<file path="config.mk">
export PLATFORM = sky130hd
export DESIGN_NAME = nrc17_ir_frame_encoder_core
export DESIGN_NICKNAME = d
export VERILOG_FILES = /design/src/rtl/core/nrcenc_pkg.sv /design/src/rtl/core/nrcenc_cfg.sv /design/src/rtl/core/nrcenc_fsm.sv /design/src/rtl/core/nrc17_ir_frame_encoder_core.sv
export SDC_FILE = /design/constraint.sdc
export NUM_CORES = 1
export LEC_CHECK = 0
export ABC_CLOCK_PERIOD_IN_PS = 3700
export BUFFER_PORTS_ARGS = -buffer_cell sky130_fd_sc_hd__buf_2
export CORE_MARGIN = 2
export CORE_UTILIZATION = 60
export CTS_CLUSTER_DIAMETER = 200
export DETAILED_ROUTE_END_ITERATION = 8
export MAX_ROUTING_LAYER = met4
export PLACE_DENSITY_LB_ADDON = 0.25
export RECOVER_POWER = 100
export SLEW_MARGIN = 20
export SYNTH_ARGS = -nofsm -noshare
export SYNTH_HDL_FRONTEND = slang
export SYNTH_HIERARCHICAL = 1
export SYNTH_SLANG_ARGS = --single-unit
</file>
<file path="constraint.sdc">
create_clock -name clk -period 3.7 [get_ports clk]
set_clock_uncertainty 0.1 [all_clocks]
set_input_delay 0.185 -clock clk [delete_from_list [all_inputs] [get_ports clk]]
set_output_delay 0.185 -clock clk [all_outputs]
set_load 0.005 [all_outputs]
</file>
<file path="src/rtl/core/nrcenc_pkg.sv">
// nrcenc_pkg: shared types and constants for the IR frame encoder core.
// Request codes, register indexes, reset values, config and result structs.
// No dependencies.
package nrcenc_pkg;

	localparam int CODE_W     = 16;
	localparam int CFG_IDX_W  = 3;
	localparam int CFG_DATA_W = 16;

	typedef enum logic [1:0] {
		OP_TICK   = 2'd0,
		OP_SEND   = 2'd1,
		OP_REPEAT = 2'd2,
		OP_STOP   = 2'd3
	} op_t;

	localparam logic [CFG_IDX_W-1:0] REG_START_STOP_WORD  = 3'd0;
	localparam logic [CFG_IDX_W-1:0] REG_FRAME_BITS       = 3'd1;
	localparam logic [CFG_IDX_W-1:0] REG_HALF_BIT_TIME    = 3'd2;
	localparam logic [CFG_IDX_W-1:0] REG_PRE_GAP_TIME     = 3'd3;
	localparam logic [CFG_IDX_W-1:0] REG_REPEAT_GAP_TICKS = 3'd4;
	localparam logic [CFG_IDX_W-1:0] REG_SEND_GAP_TICKS   = 3'd5;

	localparam logic [15:0] RST_START_STOP_WORD  = 16'hFEFF;
	localparam logic [4:0]  RST_FRAME_BITS       = 5'd16;
	localparam logic [7:0]  RST_HALF_BIT_TIME    = 8'd19;
	localparam logic [7:0]  RST_PRE_GAP_TIME     = 8'd95;
	localparam logic [7:0]  RST_REPEAT_GAP_TICKS = 8'd156;
	localparam logic [7:0]  RST_SEND_GAP_TICKS   = 8'd38;
	localparam logic [7:0]  RST_GAP_LIMIT        = 8'd19;

	typedef struct packed {
		logic [15:0] start_stop_word;
		logic [4:0]  frame_bits;
		logic [7:0]  half_bit_time;
		logic [7:0]  pre_gap_time;
		logic [7:0]  repeat_gap_ticks;
		logic [7:0]  send_gap_ticks;
	} cfg_t;

	typedef struct packed {
		op_t               op;
		logic [CODE_W-1:0] send_code;
	} item_t;

	typedef struct packed {
		logic       carrier_on;
		logic [7:0] tick_period;
		logic       busy;
	} res_t;

endpackage

</file>
<file path="src/rtl/core/nrcenc_cfg.sv">
// nrcenc_cfg: configuration register file, write-only, reset to defaults.
// Depends on nrcenc_pkg.
module nrcenc_cfg (
	input  logic                                clk,
	input  logic                                arst_n,
	input  logic                                wr_en,
	input  logic [nrcenc_pkg::CFG_IDX_W-1:0]    wr_index,
	input  logic [nrcenc_pkg::CFG_DATA_W-1:0]   wr_data,
	output nrcenc_pkg::cfg_t                    cfg
);

	nrcenc_pkg::cfg_t cfg_q;

	always_ff @(posedge clk or negedge arst_n) begin
		if (!arst_n) begin
			cfg_q.start_stop_word  <= nrcenc_pkg::RST_START_STOP_WORD;
			cfg_q.frame_bits       <= nrcenc_pkg::RST_FRAME_BITS;
			cfg_q.half_bit_time    <= nrcenc_pkg::RST_HALF_BIT_TIME;
			cfg_q.pre_gap_time     <= nrcenc_pkg::RST_PRE_GAP_TIME;
			cfg_q.repeat_gap_ticks <= nrcenc_pkg::RST_REPEAT_GAP_TICKS;
			cfg_q.send_gap_ticks   <= nrcenc_pkg::RST_SEND_GAP_TICKS;
		end else if (wr_en) begin
			unique case (wr_index)
				nrcenc_pkg::REG_START_STOP_WORD:  cfg_q.start_stop_word  <= wr_data;
				nrcenc_pkg::REG_FRAME_BITS:       cfg_q.frame_bits       <= wr_data[4:0];
				nrcenc_pkg::REG_HALF_BIT_TIME:    cfg_q.half_bit_time    <= wr_data[7:0];
				nrcenc_pkg::REG_PRE_GAP_TIME:     cfg_q.pre_gap_time     <= wr_data[7:0];
				nrcenc_pkg::REG_REPEAT_GAP_TICKS: cfg_q.repeat_gap_ticks <= wr_data[7:0];
				nrcenc_pkg::REG_SEND_GAP_TICKS:   cfg_q.send_gap_ticks   <= wr_data[7:0];
				default: ;
			endcase
		end
	end

	assign cfg = cfg_q;

endmodule

</file>
<file path="src/rtl/core/nrcenc_fsm.sv">
// nrcenc_fsm: frame sequencer; one request per enabled cycle updates phase,
// shift word, counters and the carrier gate / period outputs.
// Depends on nrcenc_pkg.
module nrcenc_fsm #(
	parameter int WORD_BITS = 16
) (
	input  logic               clk,
	input  logic               arst_n,
	input  logic               step_en,
	input  nrcenc_pkg::item_t  item,
	input  nrcenc_pkg::cfg_t   cfg,
	output nrcenc_pkg::res_t   res
);

	typedef enum logic [2:0] {
		PH_IDLE       = 3'd0,
		PH_PRE_ON     = 3'd1,
		PH_PRE_OFF    = 3'd2,
		PH_START_ON   = 3'd3,
		PH_START_OFF  = 3'd4,
		PH_BIT_FIRST  = 3'd5,
		PH_BIT_SECOND = 3'd6,
		PH_GAP        = 3'd7
	} phase_t;

	phase_t                            phase_q, phase_d;
	logic [WORD_BITS-1:0]              shift_q, shift_d;
	logic [nrcenc_pkg::CODE_W-1:0]     code_q, code_d;
	logic [4:0]                        bit_cnt_q, bit_cnt_d, bit_inc;
	logic [7:0]                        gap_cnt_q, gap_cnt_d, gap_inc;
	logic [7:0]                        gap_lim_q, gap_lim_d;
	logic                              gate_q, gate_d;
	logic [7:0]                        period_q, period_d;
	logic                              stop_pend_q, stop_pend_d;

	logic [WORD_BITS+15:0] ssw_ext, code_ext;

	assign ssw_ext  = {{WORD_BITS{1'b0}}, cfg.start_stop_word};
	assign code_ext = {{WORD_BITS{1'b0}}, code_q};
	assign bit_inc  = bit_cnt_q + 5'd1;
	assign gap_inc  = gap_cnt_q + 8'd1;

	always_comb begin
		phase_d     = phase_q;
		shift_d     = shift_q;
		code_d      = code_q;
		bit_cnt_d   = bit_cnt_q;
		gap_cnt_d   = gap_cnt_q;
		gap_lim_d   = gap_lim_q;
		gate_d      = gate_q;
		period_d    = period_q;
		stop_pend_d = stop_pend_q;
		unique case (item.op)
			nrcenc_pkg::OP_TICK: begin
				unique case (phase_q)
					PH_PRE_ON: begin
						period_d = cfg.half_bit_time;
						gate_d   = 1'b1;
						phase_d  = PH_PRE_OFF;
					end
					PH_START_ON: begin
						period_d = cfg.half_bit_time;
						gate_d   = 1'b1;
						phase_d  = PH_START_OFF;
					end
					PH_PRE_OFF: begin
						period_d = cfg.pre_gap_time;
						gate_d   = 1'b0;
						phase_d  = PH_START_ON;
					end
					PH_START_OFF: begin
						period_d = cfg.half_bit_time;
						gate_d   = 1'b0;
						phase_d  = PH_BIT_FIRST;
					end
					PH_BIT_FIRST: begin
						gate_d  = shift_q[0];
						shift_d = shift_q >> 1;
						phase_d = PH_BIT_SECOND;
					end
					PH_BIT_SECOND: begin
						gate_d    = ~gate_q;
						bit_cnt_d = bit_inc;
						phase_d   = (bit_inc == cfg.frame_bits) ? PH_GAP : PH_BIT_FIRST;
					end
					PH_GAP: begin
						gate_d    = 1'b0;
						gap_cnt_d = gap_inc;
						period_d  = cfg.half_bit_time;
						if (gap_inc >= gap_lim_q) begin
							bit_cnt_d = '0;
							gap_cnt_d = '0;
							gap_lim_d = cfg.pre_gap_time;
							phase_d   = PH_IDLE;
							if (stop_pend_q) begin
								shift_d     = ssw_ext[WORD_BITS-1:0];
								phase_d     = PH_PRE_ON;
								code_d      = '0;
								stop_pend_d = 1'b0;
							end
						end
					end
					PH_IDLE: begin
						gate_d = 1'b0;
						if (stop_pend_q) begin
							shift_d     = ssw_ext[WORD_BITS-1:0];
							phase_d     = PH_PRE_ON;
							code_d      = '0;
							stop_pend_d = 1'b0;
						end
					end
					default: ;
				endcase
			end
			nrcenc_pkg::OP_SEND: begin
				code_d = item.send_code;
				if (item.send_code != '0 && phase_q == PH_IDLE) begin
					gap_lim_d = cfg.send_gap_ticks;
					shift_d   = ssw_ext[WORD_BITS-1:0];
					phase_d   = PH_PRE_ON;
				end
			end
			nrcenc_pkg::OP_REPEAT: begin
				if (code_q != '0 && phase_q == PH_IDLE) begin
					gap_lim_d = cfg.repeat_gap_ticks;
					shift_d   = code_ext[WORD_BITS-1:0];
					phase_d   = PH_PRE_ON;
				end
			end
			nrcenc_pkg::OP_STOP: begin
				if (code_q != '0) begin
					if (phase_q == PH_IDLE) begin
						shift_d     = ssw_ext[WORD_BITS-1:0];
						phase_d     = PH_PRE_ON;
						code_d      = '0;
						stop_pend_d = 1'b0;
					end else begin
						stop_pend_d = 1'b1;
					end
				end
			end
			default: ;
		endcase
	end

	always_ff @(posedge clk or negedge arst_n) begin
		if (!arst_n) begin
			phase_q     <= PH_IDLE;
			shift_q     <= '0;
			code_q      <= '0;
			bit_cnt_q   <= '0;
			gap_cnt_q   <= '0;
			gap_lim_q   <= nrcenc_pkg::RST_GAP_LIMIT;
			gate_q      <= 1'b0;
			period_q    <= '0;
			stop_pend_q <= 1'b0;
		end else if (step_en) begin
			phase_q     <= phase_d;
			shift_q     <= shift_d;
			code_q      <= code_d;
			bit_cnt_q   <= bit_cnt_d;
			gap_cnt_q   <= gap_cnt_d;
			gap_lim_q   <= gap_lim_d;
			gate_q      <= gate_d;
			period_q    <= period_d;
			stop_pend_q <= stop_pend_d;
		end
	end

	// state registers double as the result register
	assign res.carrier_on  = gate_q;
	assign res.tick_period = period_q;
	assign res.busy        = (phase_q != PH_IDLE);

endmodule

</file>
<file path="src/rtl/core/nrc17_ir_frame_encoder_core.sv">
// nrc17_ir_frame_encoder_core: IR frame encoder, stream in / stream out.
// A beat accepted into the input register yields its result beat when it advances
// into the sequencer registers. Throughput: one beat per cycle while m_tready is high;
// the input register and the sequencer registers form two stages, each with a single update per beat.
// Reset (arst_n low, async): idle phase, no stored code, registers at defaults.
// Depends on nrcenc_pkg, nrcenc_cfg, nrcenc_fsm.
module nrc17_ir_frame_encoder_core #(
	parameter int WORD_BITS = 16
) (
	input  logic                                clk,
	input  logic                                arst_n,
	input  logic                                s_tvalid,
	output logic                                s_tready,
	input  logic [15:0]                         s_tdata,   // [15:0] send_code
	input  logic [1:0]                          s_tuser,   // [1:0] op
	output logic                                m_tvalid,
	input  logic                                m_tready,
	output logic [15:0]                         m_tdata,   // [0] carrier_on, [8:1] tick_period,
	                                                       // [9] busy_res, [15:10] zero
	input  logic                                cfg_wr_en,
	input  logic [nrcenc_pkg::CFG_IDX_W-1:0]    cfg_index,
	input  logic [nrcenc_pkg::CFG_DATA_W-1:0]   cfg_data
);

	logic              valid_s1;
	nrcenc_pkg::item_t item_s1;
	logic              out_valid_q;
	logic              advance;
	nrcenc_pkg::cfg_t  cfg;
	nrcenc_pkg::res_t  res;

	assign advance  = valid_s1 && (!out_valid_q || m_tready);
	assign s_tready = !valid_s1 || advance;

	always_ff @(posedge clk or negedge arst_n) begin
		if (!arst_n) begin
			valid_s1    <= 1'b0;
			out_valid_q <= 1'b0;
		end else begin
			if (s_tready) begin
				valid_s1 <= s_tvalid;
			end
			if (advance) begin
				out_valid_q <= 1'b1;
			end else if (m_tready) begin
				out_valid_q <= 1'b0;
			end
		end
	end

	always_ff @(posedge clk) begin
		if (s_tready && s_tvalid) begin
			item_s1.op        <= nrcenc_pkg::op_t'(s_tuser);
			item_s1.send_code <= s_tdata;
		end
	end

	nrcenc_cfg u_cfg (
		.clk      (clk),
		.arst_n   (arst_n),
		.wr_en    (cfg_wr_en),
		.wr_index (cfg_index),
		.wr_data  (cfg_data),
		.cfg      (cfg)
	);

	nrcenc_fsm #(
		.WORD_BITS (WORD_BITS)
	) u_fsm (
		.clk     (clk),
		.arst_n  (arst_n),
		.step_en (advance),
		.item    (item_s1),
		.cfg     (cfg),
		.res     (res)
	);

	assign m_tvalid = out_valid_q;
	assign m_tdata  = {6'd0, res.busy, res.tick_period, res.carrier_on};

`ifndef SYNTH
	a_s1_hold: assert property (@(posedge clk) disable iff (!arst_n)
		valid_s1 && !advance |=> valid_s1 && $stable(item_s1))
		else $error("input stage lost a stalled beat");

	a_adv_out: assert property (@(posedge clk) disable iff (!arst_n)
		advance |=> out_valid_q)
		else $error("processed beat produced no result");

	a_idle_gate: assert property (@(posedge clk) disable iff (!arst_n)
		!res.busy |-> !res.carrier_on)
		else $error("carrier gated on while idle");
`endif

endmodule

</file>
==> results of run 1 <==
## area by class of cell
| cell class | count | area (sq um) |
|---|---|---|
| Tap cell | 143 | 178.9 |
| Sequential cell | 139 | 3612 |
| Fill cell | 789 | 3318 |
| Clock inverter | 14 | 167.7 |
| Timing Repair Buffer | 98 | 656.9 |
| Multi-Input combinational cell | 409 | 2888 |
| Inverter | 16 | 60.06 |
| Clock buffer | 18 | 439.2 |
## placed cells by master (no fill, tap or decap), types with 6 or more instances in the layout
master         instances
nand2_1              102
dfrtp_1               86
mux2_2                59
buf_2                 44
o21ai_0               43
dfstp_2               35
dlygate4sd3_1         34
a221oi_1              23
edfxtp_1              18
clkbuf_16             17
nor2_1                17
a31oi_1               16
inv_1                 15
ha_1                  14
clkbuf_1              13
nand3_1               12
o31ai_1               11
xor2_1                 9
nor4_1                 9
mux2i_1                9
mux2_1                 9
a21oi_1                7
conb_1                 6
xnor2_1                6
## sequential cells by signal, summed over array words and instances, names as in the netlist
register and cells:
u_fsm/period_q 8, u_cfg/cfg 53, valid_s1 1, u_fsm/shift_q 16
m_tvalid 1, u_fsm/phase_q 3, u_fsm/gate_q 1, u_fsm/stop_pend_q 1
u_fsm/gap_cnt_q 8, u_fsm/bit_cnt_q 5, u_fsm/gap_lim_q 8, u_fsm/code_q 16
item_s1 18
## critical path: stages, from the launching register on
cell      delay [ns]
dfrtp_1         0.42
ha_1            0.27
nand3_1         0.15
nor2_1          0.17
xor2_1          0.21
ha_1            0.28
a21o_1          0.18
a21oi_1         0.31
o311ai_4        0.20
o211ai_4        0.26
nand2b_1        0.14
buf_4           0.26
mux2_1          0.37
## metrics by stage
stage / util (%) / worst slack, ns
finish: 70.69 / 0.2342
global route: 70.69 / 0.02122
CTS: 71.51 / 0.2245
detailed placement: 63.14 / 0.2281
global placement: 63.14 / 0.3984
floorplan: - / 0.5924
## power groups by stage
stage | clock network (mW) | logic, mW | registers (mW)
global route | 1.82 | 1.68 | 2.44
detailed placement | 0 | 1.53 | 2.39
finish | 1.74 | 1.52 | 2.39
global placement | 0 | 1.47 | 2.38
CTS | 1.76 | 1.58 | 2.38
floorplan | 0 | 1.26 | 2.24
## logic make-up (layout without fill, tap and decap cells)
kind of cell,count (synthesis),count (layout),share of synthesized area (%)
flops,139,139,52.55
mux,78,78,13.16
fa+ha+maj,14,14,2.548
xor+xnor,16,16,2.148
compound gates,120,120,12.25
buf+inv,55,146,4.860
simple gates,175,175,12.43
other cells,1,6,0.05455
## worst min-delay path by stage
| stage | cells past startpoint | slack [ns] | end |
|---|---|---|---|
| 3_3_place_gp | 1 | 0.26 | item_s1[1] |
| 5_1_grt | 2 | 0.008 | u_cfg/cfg[1] |
| 2_1_floorplan | 0 | -0.21 | m_tvalid |
| 6_report | 2 | 0.007 | u_cfg/cfg[16] |
| 3_5_place_dp | 1 | 0.26 | item_s1[0] |
| 4_1_cts | 2 | 0.001 | u_cfg/cfg[16] |
## per-layer routing
metal / global-route usage (%) / wire length (um) / vias up
met5: - / 0 / -
met2: 42.13 / 7663 / 199
met1: 37.77 / 6920 / 2521
met4: 11.52 / 410 / 0
met3: 5.741 / 881 / 37
li1: - / - / 2316
==> impl_metrics.toml, run 1 <==
[cts]
cts_buffers = 17
clock_path_buffers = 2
cts_tree = "built"
cts_setup_buffers = 0
htreeDepth = 4
cts_resized = 0
cts-root-buf = "clkbuf_16"
cts_hold_buf = 34
clkLatencyLatePin_ns = 0.43
clk_pin_slew_worst_paths_ns = 0.06
numClockSinks = 139

[grt]
grtUsageTotal_pct = 28.03
grt_max_degree = 88
grt_pass1_wl_um = 26360
grt_pass1_vias = 5203
antenna_found_initial = 0
overflow = 0

[layout]
area_growth_syn_to_layout_pct = 16.42
final_cells = 837
diodes = 0
drive_above_1_share_pct = 28.10
nNetsFinal = 737
stdcell_area_sq_um = 8003

[floorplan]
die_y_um = 111.0
num_io_pins = 60
row_count = 39
core-area_sq_um = 11320
die_w_um = 111.0
dieArea_sq_um = 12330
start_util_pct = 60.72

[placement]
io_buffers = 53
dpl_cell_area_sq_um = 7148
dp_hpwl_um = 9796
placedCellCount = 771
place_congestion = 0.9032

[pwr]
pwr_density_cell_nw_per_um2 = 705.3
power.leakage_nw = 3.436
power_frac_comb_pct = 26.9
p_clk_share_pct = 30.8
seq_power_share_pct = 42.3
max-vdd-ir-drop_mv = 0.4579
switching_share_pct = 33.04
power_mw = 5.644
p_int_mw = 3.780
p_sw_mw = 1.865

[setup_path]
r2r-start = "u_fsm/gap_cnt_q[0]"
path_max_fanout = 16
path_class = "reg2reg"
critPathLaunchType = "flop"
startpoint = "u_fsm/gap_cnt_q[0]"
reg2reg_slack_ns = 0.23
reg2reg_depth = 12
critical_path_required_ns = 3.90
cp-endpoint = "u_fsm/shift_q[8]"
reg2reg_to = "u_fsm/shift_q[8]"
crit_arrival_ns = 3.67
critPathCaptureType = "flop"

[timing]
worst_pin_slew_ns = 2.099
finalMaxSlewViolations = 105
fin_crit_ns = 3.466
period_share_pct = 93.67
relSlewSlack_pct = -39.96
timing.hold.ws_ns = 0.007292
finalSetupTns_ns = 0
setup_viol = 0
final-hold-violation-count = 0
max_clock_freq_mhz = 288.5
rsz0062_at_grt = "no"

[outcome]
violations = "capacitance limit, slew limit"
status = "finished, violations left"

[detailed_routing]
wl_per_cell_um = 18.97
postRouteAntennaNets = 0
wirelength_um = 15880
vias = 5073
drc = 0
viasPerCell = 6.061
drtIter0Drc = 378
first_pass_iters = 5

[logic_synthesis]
yosysTopAreaCell = "dfrtp_1"
ys.flop_type = "dfrtp_1"
ys_ff_latch = 139
synth_common_cells = "nand2_1 (102), dfrtp_1 (86), mux2_2 (59)"
netlist_area_sq_um = 6874
yosys.cell_types.count = 66
yosysSeqAreaShare_pct = 52.55
synth_edf_count = 18
yosys_warnings = 6
synth.area.top_cells = "dfrtp_1 (31%), dfstp_2 (13%), mux2_2 (9.7%), edfxtp_1 (7.9%), nand2_1 (5.6%)"
avgSynthCellArea_sq_um = 11.50
async_flop_share_pct = 87.05
synthCells = 598
yosysMostFrequentCell = "nand2_1"
synth_top_area_share_pct = 31.31

[min_path]
min_from = "cfg_data[0]"
holdCritPathClass = "in2reg"

[flow_run]
drv_cap = 2
No activity file was read; power rests on OpenSTA's default activity.
==> run 2: changes to the inputs <==
--- a/config.mk
+++ b/config.mk
@@ -5,7 +5,7 @@
 export SDC_FILE = /design/constraint.sdc
 export NUM_CORES = 1
 export LEC_CHECK = 0
-export ABC_CLOCK_PERIOD_IN_PS = 3700
+export ABC_CLOCK_PERIOD_IN_PS = 3280
 export BUFFER_PORTS_ARGS = -buffer_cell sky130_fd_sc_hd__buf_2
 export CORE_MARGIN = 2
 export CORE_UTILIZATION = 60
==> constraint.sdc (replaced) <==
create_clock -name clk -period 3.28 [get_ports clk]
set_clock_uncertainty 0.1 [all_clocks]
set_input_delay 0.164 -clock clk [delete_from_list [all_inputs] [get_ports clk]]
set_output_delay 0.164 -clock clk [all_outputs]
set_load 0.005 [all_outputs]
==> impl_metrics.toml, run 2 (synthesis gave the netlist of run 1 again) <==
[grt]
grtUsageTotal_pct = 28.91
grt_pass1_vias = 5201
antenna_found_initial = 0
grt_pass1_wl_um = 27190
overflow = 0
grt_max_degree = 122

[layout]
final_cells = 841
drive_above_1_share_pct = 28.08
diodes = 0
largest_reg_flops = 53
final_common_cell = "nand2_1"
area_growth_syn_to_layout_pct = 17.42
final_cell_mix = "nand2_1 (102), dfrtp_1 (86), mux2_2 (56)"
nNetsFinal = 741

[cts]
clk_pin_slew_worst_paths_ns = 0.05
numClockSinks = 139
cts-root-buf = "clkbuf_16"
cts_tree = "built"
clkLatencyLatePin_ns = 0.42
cts_buffers = 17
htreeDepth = 4
clock_path_buffers = 2

[setup_path]
critPathCaptureType = "flop"
path_class = "reg2reg"
crit_slowest_cell = "or4_2"
crit_arrival_ns = 3.40
slowest_delay_ns = 0.53
critPathLaunchType = "flop"
crit_family = "simple AND/OR/NAND/NOR gates"
path_buf_inv = 1
path_cells = "and3_1 -> and3_1 -> and3_1 -> xor2_1 -> ha_1 -> nand3_1 -> o311ai_4 -> o211ai_4 -> buf_4 -> or4_2 -> nand3_1"
path_max_fanout = 7
crit_top_cell = "and3_1"
critical_path_required_ns = 3.53

[timing]
worst_pin_slew_ns = 1.619
period_share_pct = 95.92
max_clock_freq_mhz = 317.8
final-hold-violation-count = 0
fin_crit_ns = 3.146
finalMaxSlewViolations = 122
relSlewSlack_pct = -7.940
finalSetupTns_ns = 0
setup_viol = 0
setup_slack_ns = 0.1338

[placement]
dp_hpwl_um = 9949
io_buffers = 53
dpl_worst_slack_ns = 0.03330
place_congestion = 0.8723
placedCellCount = 772

[floorplan]
core-area_sq_um = 11320
row_count = 39
start_util_pct = 60.72
die_y_um = 111.0
dieArea_sq_um = 12330
num_io_pins = 60
die_w_um = 111.0

[pwr]
max-vdd-ir-drop_mv = 0.5851
pwr_density_cell_nw_per_um2 = 787.2
power.leakage_nw = 3.452
power_mw = 6.354

[detailed_routing]
drc = 0
vias = 5177
drtIter0Drc = 438
wl_per_cell_um = 19.55
viasPerCell = 6.156
wirelength_um = 16450
first_pass_iters = 5
postRouteAntennaNets = 0

[flow_run]
drv_cap = 1

[outcome]
violations = "capacitance limit, slew limit"
status = "finished, violations left"

[min_path]
holdCritPathClass = "in2reg"
==> run 2: what timing repair did <==
| item | CTS | global route |
|---|---|---|
| setup endpoints to repair | 0 | 31 |
| hold buffers | 36 | 0 |
| buffers inserted | 0 | 0 |
| hold endpoints to repair | 146 | 0 |
| resized for setup | 0 | 9 |
==> run 2: metal layers <==
layer	up-vias	track usage, %	share of wire (%)
met5	-	-	0
met4	0	10.21	1.8
met3	37	6.834	5.3
met2	194	44.91	49
met1	2613	37.81	43
li1	2333	-	-
==> run 2: per-stage QoR <==
stage                     hold slack, ns  instance area (sq um)  util, %
after global routing             0.03236                   8071    71.30
after global placement            0.2003                   7193    63.54
after CTS                        0.02042                   8127    71.78
after detailed placement          0.2072                   7199    63.59
after floorplan                  -0.2316                   6893        -
final                            0.02978                   8071    71.30
==> run 2: power by group <==
part	switching (mW)	internal, mW
logic	0.989	0.819
registers	0.415	2.28
clock network	0.697	1.15
==> run 2: final cells by class <==
type,instances,area (sq um)
flip-flops and latches,139,3612
clock inverters,8,95.09
well taps,143,178.9
repair buffers,102,725.7
fillers,773,3249
multi-input cells,409,2928
clock buffers,24,471.7
inverters,16,60.06
==> run 2: final timing paths <==
check / startpoint / end / slack, ns / cells after the start
max: u_fsm/gap_cnt_q[0] / u_fsm/phase_q[2] / 0.13 / 11
min: cfg_data[2] / u_cfg/cfg[39] / 0.03 / 2
max reg2reg: u_fsm/gap_cnt_q[0] / u_fsm/phase_q[2] / 0.13 / 11
min reg2reg: u_fsm/period_q[2] / u_fsm/period_q[2] / 0.38 / 2
max in group asynchronous: arst_n / u_fsm/shift_q[9] / 1.36 / 3
min in group asynchronous: arst_n / u_fsm/bit_cnt_q[0] / 0.70 / 3
==> run 2: worst reg2reg max path, delay by kind of cell, from the launching register on <==
family          cells  cell delay (ns)
xor+xnor            1             0.16
flops               1             0.42
fa+ha+maj           1             0.35
simple gates        6             1.42
buf+inv             1             0.17
compound gates      2             0.47
==> run 3: changes to the inputs <==
--- a/config.mk
+++ b/config.mk
@@ -7,6 +7,7 @@
 export LEC_CHECK = 0
 export ABC_CLOCK_PERIOD_IN_PS = 3280
 export BUFFER_PORTS_ARGS = -buffer_cell sky130_fd_sc_hd__buf_2
+export CAP_MARGIN = 5
 export CORE_MARGIN = 2
 export CORE_UTILIZATION = 60
 export CTS_CLUSTER_DIAMETER = 200
@@ -17,5 +18,4 @@
 export SLEW_MARGIN = 20
 export SYNTH_ARGS = -nofsm -noshare
 export SYNTH_HDL_FRONTEND = slang
-export SYNTH_HIERARCHICAL = 1
 export SYNTH_SLANG_ARGS = --single-unit
==> impl_metrics.toml, run 3 <==
[placement]
dpl_cell_area_sq_um = 7382
dpl_worst_slack_ns = 0.05778
dp_hpwl_um = 10720
place_congestion = 0.9004
placedCellCount = 784
io_buffers = 53

[setup_path]
path_class = "reg2reg"
path_cells = "buf_4 -> and3_1 -> nand3_1 -> nor2_1 -> xnor2_1 -> inv_1 -> ha_1 -> nand3_1 -> o31ai_2 -> buf_4 -> nand4_4 -> buf_12 -> mux2i_1"
crit_slowest_cell = "dfrtp_1"
reg2reg_slack_ns = 0.1
crit_arrival_ns = 3.43
critPathCaptureType = "flop"
path_max_fanout = 8
slowest_delay_ns = 0.38
critical_path_required_ns = 3.52
critPathLaunchType = "flop"

[layout]
nNetsFinal = 759
drive_above_1_share_pct = 26.43
fin_util_pct = 72.60
final_cell_mix = "dfrtp_1 (86), nand2_1 (71), mux2_2 (53)"
final-seq-area_sq_um = 3612
fillers = 777
stdcell_area_sq_um = 8254
multi_input_area_sq_um = 3037
area_growth_syn_to_layout_pct = 18.29
final_common_cell = "dfrtp_1"
diodes = 0
final_cells = 858
largest_reg_flops = 53

[logic_synthesis]
synth.area.top_cells = "dfrtp_1 (31%), dfstp_2 (13%), mux2_2 (9.5%), edfxtp_1 (7.7%), mux2i_1 (4.4%)"
netlist_area_sq_um = 6978
async_flop_share_pct = 87.05
yosys.cell_types.count = 62
synthCells = 600
yosysTopAreaCell = "dfrtp_1"
ys_ff_latch = 139
yosysMostFrequentCell = "dfrtp_1"
synth_common_cells = "dfrtp_1 (86), nand2_1 (71), mux2_2 (59)"
avgSynthCellArea_sq_um = 11.63
synth_edf_count = 18
yosys_warnings = 0
ys.flop_type = "dfrtp_1"
yosysSeqAreaShare_pct = 51.77
synth_top_area_share_pct = 30.84

[cts]
clock_path_buffers = 2
clkLatencyLatePin_ns = 0.43
htreeDepth = 4
clk_pin_slew_worst_paths_ns = 0.06
cts_buffers = 17
cts_tree = "built"
numClockSinks = 139
cts-root-buf = "clkbuf_16"

[timing]
max_clock_freq_mhz = 314.3
finalMaxSlewViolations = 64
relSlewSlack_pct = -8.283
fin_crit_ns = 3.182
period_share_pct = 97.01
rsz0062_at_grt = "yes"
setup_viol = 0
final-hold-violation-count = 0
worst_pin_slew_ns = 1.624
timing.hold.ws_ns = 0.1255
setup_slack_ns = 0.09822

[flow_run]
drv_cap = 1

[detailed_routing]
postRouteAntennaNets = 0
vias = 5197
viasPerCell = 6.057
drc = 0
wirelength_um = 16730
wl_per_cell_um = 19.50
first_pass_iters = 6
drtIter0Drc = 339

[floorplan]
die_y_um = 111.8
row_count = 39
dieArea_sq_um = 12510
num_io_pins = 60
core-area_sq_um = 11370
die_w_um = 111.8
start_util_pct = 61.37

[grt]
grt_max_degree = 64
grt_pass1_vias = 5288
grtUsageTotal_pct = 29.03
grt_use_met2_pct = 44.53
grt_pass1_wl_um = 27470
grt_use_met3_pct = 6.260
antenna_found_initial = 0
overflow = 0
gr-max-usage-layer = "met2"
met1_usage_pct = 36.94

[outcome]
status = "finished, violations left"
violations = "capacitance limit, slew limit"

[pwr]
power.leakage_nw = 3.616
pwr_density_cell_nw_per_um2 = 694.8
max-vdd-ir-drop_mv = 0.5816

[min_path]
holdCritPathClass = "in2reg"
-- run 3: kinds of logic after synthesis --
kind of cell	share of synthesized area, %
adders and majority gates	2.690
xor gates and xnor gates	1.883
DFF	51.77
other	0.05374
buffers and inverters	4.572
muxes	16.34
and+or+nand+nor	11.31
AOI/OAI and AO/OA	11.39
-- run 3: final timing paths --
check	start	end	cells after the start
worst max-delay path	u_fsm.gap_cnt_q[0]	u_fsm.code_q[14]	13
worst min-delay path	m_tready	m_tvalid	3
worst max register to register	u_fsm.gap_cnt_q[0]	u_fsm.code_q[14]	13
worst min register to register	u_fsm.bit_cnt_q[4]	u_fsm.bit_cnt_q[4]	1
max in group asynchronous	arst_n	u_fsm.gap_lim_q[5]	3
min in group asynchronous	arst_n	u_cfg.cfg[3]	2
-- run 3: power by group --
| part | internal (mW) | switching (mW) |
|---|---|---|
| Combinational | 0.673 | 0.764 |
| Clock | 0.956 | 0.738 |
| Sequential | 2.26 | 0.341 |
| Total | 3.89 | 1.84 |
-- run 3: what timing repair did --
item                                    CTS  global route
cloned                                    0             0
pin swaps                                 0             0
hold endpoints to repair                113             0
resized for setup                         1             3
hold buffers                             37             0
endpoints found under the setup margin    3            44
buffers inserted                          0             5
-- run 3: worst max-delay path: cells and delay by family, from the launching register on --
family	cells	cell delay, ns
buffers and inverters	4	0.68
multiplexers	1	0.18
flip-flops	1	0.38
AND/OR/NAND/NOR	5	0.88
XOR/XNOR	1	0.16
AO/OA/AOI/OAI	1	0.35
adder cells (fa/ha/maj)	1	0.35
-- run 3: per-stage QoR --
| stage | setup TNS [ns] | power, mW |
|---|---|---|
| floorplan | 0 | 3.585 |
| global placement | 0 | 3.945 |
| detailed placement | 0 | 4.028 |
| CTS | 0 | 5.757 |
| global route | -0.6849 | 6.020 |
| finish | 0 | 5.735 |
-- run 3: cell type report --
class                           count  share of cell area [%]
Sequential cell                   139                   43.76
Multi-Input combinational cell    398                   36.79
Timing Repair Buffer              110                   9.429
Clock buffer                       20                   5.290
Tap cell                          143                   2.168
Inverter                           36                   1.637
Clock inverter                     12                  0.9247
-- run 3: layer usage --
| layer | share of wire (%) | vias up | wire length, um |
|---|---|---|---|
| li1 | - | 2371 | - |
| met1 | 42 | 2568 | 7041 |
| met2 | 49 | 219 | 8197 |
| met3 | 6.3 | 39 | 1050 |
| met4 | 2.6 | 0 | 439 |
| met5 | 0 | - | 0 |
